$ cat src/design/afk_pkg.sv
// Shared types, constants and helper functions of the arm kinematics core.
// No dependencies.
package afk_pkg;

    localparam int ValueWidth  = 32;
    localparam int CordicSteps = 16;
    localparam int AngleWidth  = 17;
    localparam int RegWidth    = 16;
    localparam int OutWidth    = 32;
    localparam int ZWidth      = 31;
    localparam int XyWidth     = 33;
    localparam int NumFrames   = 5;

    localparam logic signed [17:0] FullTurn    = 18'sd46080;
    localparam logic signed [17:0] HalfTurn    = 18'sd23040;
    localparam logic signed [17:0] QuarterTurn = 18'sd11520;

    localparam logic [1:0] RegBaseHeight = 2'd0;
    localparam logic [1:0] RegUpperLink  = 2'd1;
    localparam logic [1:0] RegToolLength = 2'd2;

    localparam logic signed [XyWidth-1:0] CordicGain = 33'sd652032874;
    localparam logic signed [ValueWidth-1:0] OneQ16  = 32'sd65536;

    typedef logic signed [ValueWidth-1:0] val_t;
    typedef logic signed [OutWidth-1:0]   out_t;

    typedef struct packed {
        val_t s;
        val_t c;
    } sincos_t;

    function automatic logic signed [ZWidth-1:0] atan_lut(input logic [4:0] i);
        logic signed [ZWidth-1:0] r;
        case (i)
            5'd0:  r = 31'sd377487360;
            5'd1:  r = 31'sd222843801;
            5'd2:  r = 31'sd117744544;
            5'd3:  r = 31'sd59768969;
            5'd4:  r = 31'sd30000467;
            5'd5:  r = 31'sd15014858;
            5'd6:  r = 31'sd7509261;
            5'd7:  r = 31'sd3754860;
            5'd8:  r = 31'sd1877459;
            5'd9:  r = 31'sd938733;
            5'd10: r = 31'sd469367;
            5'd11: r = 31'sd234683;
            5'd12: r = 31'sd117342;
            5'd13: r = 31'sd58671;
            5'd14: r = 31'sd29335;
            5'd15: r = 31'sd14668;
            5'd16: r = 31'sd7334;
            5'd17: r = 31'sd3667;
            5'd18: r = 31'sd1833;
            5'd19: r = 31'sd917;
            5'd20: r = 31'sd458;
            5'd21: r = 31'sd229;
            5'd22: r = 31'sd115;
            5'd23: r = 31'sd57;
            default: r = '0;
        endcase
        return r;
    endfunction

    function automatic val_t sat_v(input logic signed [67:0] v);
        logic signed [67:0] hi;
        logic signed [67:0] lo;
        hi = (68'sd1 <<< (ValueWidth - 1)) - 68'sd1;
        lo = -hi - 68'sd1;
        if (v > hi)
            return val_t'(hi);
        else if (v < lo)
            return val_t'(lo);
        return val_t'(v);
    endfunction

    function automatic out_t sat_o(input val_t v);
        logic signed [67:0] w;
        w = 68'(v);
        if (w > 68'sd2147483647)
            return 32'sh7fffffff;
        else if (w < -68'sd2147483648)
            return 32'sh80000000;
        return out_t'(w);
    endfunction

    function automatic val_t rnd(input logic signed [67:0] p);
        return sat_v((p + 68'sd32768) >>> 16);
    endfunction

endpackage

$ cat src/design/afk_cordic.sv
// Pipelined CORDIC lane: angle in 1/128 degree to sin and cos in Q16.16.
// Depends on afk_pkg.
module afk_cordic
    import afk_pkg::*;
(
    input  logic                         clk,
    input  logic signed [AngleWidth-1:0] angle,
    output sincos_t                      result
);

    logic signed [17:0]        red;
    logic                      flip_in;
    logic signed [ZWidth-1:0]  z_reg  [0:CordicSteps];
    logic signed [XyWidth-1:0] x_reg  [0:CordicSteps];
    logic signed [XyWidth-1:0] y_reg  [0:CordicSteps];
    logic                      f_reg  [0:CordicSteps];
    logic signed [XyWidth-1:0] xr;
    logic signed [XyWidth-1:0] yr;

    always_comb
    begin
        red = 18'(angle);
        if (red >= HalfTurn)
            red = red - FullTurn;
        else if (red < -HalfTurn)
            red = red + FullTurn;
        flip_in = 1'b0;
        if (red > QuarterTurn)
        begin
            red = red - HalfTurn;
            flip_in = 1'b1;
        end
        else if (red < -QuarterTurn)
        begin
            red = red + HalfTurn;
            flip_in = 1'b1;
        end
    end

    always_ff @(posedge clk)
    begin
        z_reg[0] <= ZWidth'(red) <<< 16;
        x_reg[0] <= CordicGain;
        y_reg[0] <= '0;
        f_reg[0] <= flip_in;
    end

    for (genvar i = 0; i < CordicSteps; i++)
    begin : g_step
        always_ff @(posedge clk)
        begin
            f_reg[i+1] <= f_reg[i];
            if (z_reg[i] >= 0)
            begin
                x_reg[i+1] <= x_reg[i] - (y_reg[i] >>> i);
                y_reg[i+1] <= y_reg[i] + (x_reg[i] >>> i);
                z_reg[i+1] <= z_reg[i] - atan_lut(5'(i));
            end
            else
            begin
                x_reg[i+1] <= x_reg[i] + (y_reg[i] >>> i);
                y_reg[i+1] <= y_reg[i] - (x_reg[i] >>> i);
                z_reg[i+1] <= z_reg[i] + atan_lut(5'(i));
            end
        end
    end

    always_comb
    begin
        xr = (x_reg[CordicSteps] + XyWidth'(8192)) >>> 14;
        yr = (y_reg[CordicSteps] + XyWidth'(8192)) >>> 14;
        result.c = f_reg[CordicSteps] ? -val_t'(xr) : val_t'(xr);
        result.s = f_reg[CordicSteps] ? -val_t'(yr) : val_t'(yr);
    end

endmodule

$ cat config.mk
export PLATFORM = sky130hd
export DESIGN_NAME = afk_cordic
export DESIGN_NICKNAME = d
export VERILOG_FILES = /design/src/design/afk_pkg.sv /design/src/design/afk_cordic.sv
export SDC_FILE = /design/constraint.sdc
export NUM_CORES = 2
export LEC_CHECK = 0
export BUFFER_PORTS_ARGS = -buffer_cell sky130_fd_sc_hd__buf_2
export CAP_MARGIN = 20
export CORE_UTILIZATION = 45
export DETAILED_ROUTE_END_ITERATION = 10
export GPL_TIMING_DRIVEN = 0
export SYNTH_ARGS = -nofsm -noshare
export SYNTH_HDL_FRONTEND = slang
export SYNTH_SLANG_ARGS = --single-unit
$ cat constraint.sdc
create_clock -name clk -period 13.5 [get_ports clk]
set_input_delay 1.35 -clock clk [delete_from_list [all_inputs] [get_ports clk]]
set_output_delay 1.35 -clock clk [all_outputs]
set_load 0.1 [all_outputs]
==> results <==
- The final number of max-transition violations was 0.
- In this run the worst path has a maximum fanout of 10.
- The vias after detailed routing is 85700.
- The proportion of synthesized flip-flops having asynchronous set or reset is 0.
- The biggest area contributor in the post-synthesis netlist is sky130_fd_sc_hd__dfxtp_1.
- The measured slew at the worst slew-check pin is 1.10 ns.
- The clock-pin slew on the worst setup and hold paths is approximately 0.060 ns.
- STA puts the critical path data required time at 14.24 ns.
- TritonCTS built the clock tree.
- The startpoint identified for the worst hold timing path is z_reg[0][20].
- After floorplanning, the core was divided into 173 placement rows.
- Counting distinct cell types in the post-synthesis netlist gives 81.
- The capture point of the worst reg-to-reg path is y_reg[3][32].
- Adding up every negative setup slack in the final design gives 0 ns.
- The number of buffers and inverters on the critical path is 3.
- Counting instances in the post-synthesis netlist gives the leading cell types as 1362 x sky130_fd_sc_hd__dfxtp_1, 1322 x sky130_fd_sc_hd__ha_1, 1170 x sky130_fd_sc_hd__xnor2_1.
- The cell with the largest stage delay on the worst path is sky130_fd_sc_hd__dfxtp_1.
- The number of DRC markers in iteration 0 is approximately 6000.
- The nature of the critical path startpoint is a register.
- The routed wirelength normalized by instance count is 18.2 um.
- The startpoint of the worst register-to-register path is z_reg[2][30].
- The post-detailed-route via-to-cell ratio is 5.66.
- The core occupancy in the finished layout is 0.497.
- The number of cells traversed by the worst register-to-register path is 17.
- Counting every sink on the clock net gives around 1400.
- The number of flops mapped to enable cells by yosys is 0.
- The die covers 225000 um^2.
- The overall routing resource usage is 0.239.
- The H-tree depth is 4.
- The pin count of the biggest net entering global routing is 29.
- The count of synthesis-stage warnings from yosys is 0.
- The critical path class is reg -> reg.
- Including well taps, the total number of placed cells is between 10000 and 15000.
- The most used standard cell by instance count after synthesis is sky130_fd_sc_hd__dfxtp_1.
- In this run the number of cells on the critical path is 17.
- The category of the worst setup path capture point is a register.
- The class of the most critical hold timing path is reg -> reg.
- The post-route DRC violation count is 0.
- The run finished with clean final reports.
- The number of nets in the synthesized netlist is 13200.
- The initial antenna violation count is 6.
- Of the cells placed in the final design, the portion with a size suffix greater than 1 is 0.0390.
- The worst hold path terminates at z_reg[1][20].
- The number of ports placed on the die boundary is 82.
- The count of cells in the finished layout, fillers not included, comes to 15200.
- The final period demand of the worst path is 6.33 ns.
- The worst hold margin is between 0.3 and 0.4 ns.
- The fraction of synthesized cell area taken by the top area cell type is 0.271.
- The number of buffers inserted by post-CTS setup repair is 0.
- Once the clock tree was built, the resizer swapped 0 gates to a different size.
- The routed wire length is 277 mm.
- The antenna violation net count after detailed routing is 0.
- Sorting the synthesized cells by area gives the leading types as sky130_fd_sc_hd__dfxtp_1 27%, sky130_fd_sc_hd__ha_1 16%, sky130_fd_sc_hd__xnor2_1 10%.
- The clock reaches the later pin of the worst-skew pair after 0.82 ns.
- The root cell of the clock tree is sky130_fd_sc_hd__clkbuf_16.
- The worst pin sits at a relative slew slack of 0.264.
- The maximum buffer depth of the clock tree is 3.
- The share of the Yosys chip area taken by registers is 0.271.
- The number of max-cap violations is 0.
- The number of endpoints failing setup at the final stage is 0.
- The estimated wirelength of the detail-placed design is 226 mm.
- The number of global-route vias before repair is around 82000.
- Setup repair after global routing left no endpoint under its margin.
- The cell class contributing the biggest share of worst-path delay is compound AO/OA/AOI/OAI gates.
- Across the routed clock network, the largest skew measured is around 0.023 ns.
- At the end of the flow, the number of nets in the layout was 13400.
- Among all flip-flop cells after synthesis, the most frequent one is sky130_fd_sc_hd__dfxtp_1.
- The number of flip-flops under the largest register name is approximately 480.
- The origin of the worst setup path is z_reg[2][30].
- The average cell area after synthesis is between 8 and 9 um^2.
- The mapped netlist covers between 100000 and 150000 um^2.
- The x dimension of the die is 475 um.
- The initial utilization of the core area, before any placement, comes to 0.453.
- In this run, synthesis produced a sequential element count of approximately 1400.
- The global-route wire length before repair is 439 mm.
- Compared with the post-synthesis result, the final layout area differs by 9.86%.
- Of the available clock period, the critical path in the final layout requires 0.469.
- The hold violation total from the final report is 0.
- The detailed-routing iteration count for the pre-antenna-repair pass is 6.
- The gate count of the mapped netlist is 11800.
- The count of hold-fix buffers inserted at cts is 0.
- Buffers inserted during clock tree synthesis total between 150 and 200.
- The total overflow reported by the global router is 0.
- Based on the critical path, the design can be clocked at up to about 0.16 GHz.
- On the worst path, the slowest cell contributes a delay of 0.70 ns.
- Data on the critical path arrives at its endpoint at 7.07 ns.
- The congestion estimate from routability-driven global placement came to 0.947.
- The core region area is 222000 um^2.
- The setup slack of the most critical reg-to-reg path is 7.17 ns.
- In this run the vertical extent of the chip is roughly 470 um.
- The count of buffers added on input and output ports is 79.
- The cell count of the worst hold path is 0.
- The critical path goes through clkbuf_1 -> clkbuf_1 -> buf_1 -> nand2_1 -> xnor2_1 -> ha_1 -> o21a_1 -> o21ai_0 -> o21bai_1 -> a21oi_1 -> o311a_1 -> a221oi_1 -> o31ai_1 -> a21oi_1 -> o21ai_0 -> or4_1 -> nand3_1.
## area by class of cell
cell class | instances | area, um^2
multi-input combinational | 9792 | 70900
clock buffer | 205 | 4390
buffer | 161 | 606
antenna | 3 | 7.51
timing repair buffer | 91 | 608
sequential | 1362 | 27300
fill | 21400 | 112000
tap | 2975 | 3720
clock inverter | 85 | 1190
inverter | 484 | 1820
## per-layer routing
metal,track usage,vias to the layer above,share of wire
met4,0.0655,2,0.025
li1,-,43100,-
met3,0.0302,327,0.049
met5,0,-,0.000047
met1,0.320,40400,0.47
met2,0.401,1869,0.46
## cell families (layout without fill, tap and decap cells)
logic type	count (synthesis)	after routing	share of synthesized area
AO/OA/AOI/OAI	3495	3495	0.223
XOR/XNOR	1802	1802	0.157
adder cells (fa/ha/maj)	1362	1362	0.172
buffers and inverters	645	1026	0.0241
flip-flops	1362	1362	0.271
multiplexers	30	30	0.00300
other	0	3	0
AND/OR/NAND/NOR	3103	3103	0.150
## cell usage in the layout (no fill, tap or decap), types with 477 or more instances in the layout
cell / count
sky130_fd_sc_hd__o21ai_0: 799
sky130_fd_sc_hd__a21o_1: 477
sky130_fd_sc_hd__ha_1: 1322
sky130_fd_sc_hd__xor2_1: 632
sky130_fd_sc_hd__nand2_1: 749
sky130_fd_sc_hd__xnor2_1: 1170
sky130_fd_sc_hd__inv_1: 482
sky130_fd_sc_hd__dfxtp_1: 1362
sky130_fd_sc_hd__a21oi_1: 929
sky130_fd_sc_hd__nor2_1: 864
## worst register-to-register path, delay by kind of cell, from the launching register on
kind / cells / cell delay [ns]
buffers and inverters: 3 / 1.64
and+or+nand+nor: 3 / 0.68
AOI/OAI and AO/OA: 9 / 2.74
adders and majority gates: 1 / 0.34
xor gates and xnor gates: 1 / 0.17
DFF: 1 / 0.70
## worst max-delay path by stage
stage | slack, ns | end
2_1_floorplan | 7.52 | result[19]
3_3_place_gp | 7.15 | x_reg[10][32]
3_5_place_dp | 7.16 | x_reg[10][32]
4_1_cts | 7.15 | x_reg[10][32]
5_1_grt | 6.81 | y_reg[3][32]
6_report | 7.17 | y_reg[3][32]
## through the flow
step           setup WS (ns)  cell area (um^2)
3_5_place_dp            7.16            105000
2_1_floorplan           7.52            101000
3_3_place_gp            7.15            105000
4_1_cts                 7.15            110000
6_report                7.17            111000
5_1_grt                 6.81            111000
Power is not shown: default switching activity piles up to over one toggle a cycle in this logic, so the estimate is an artifact.
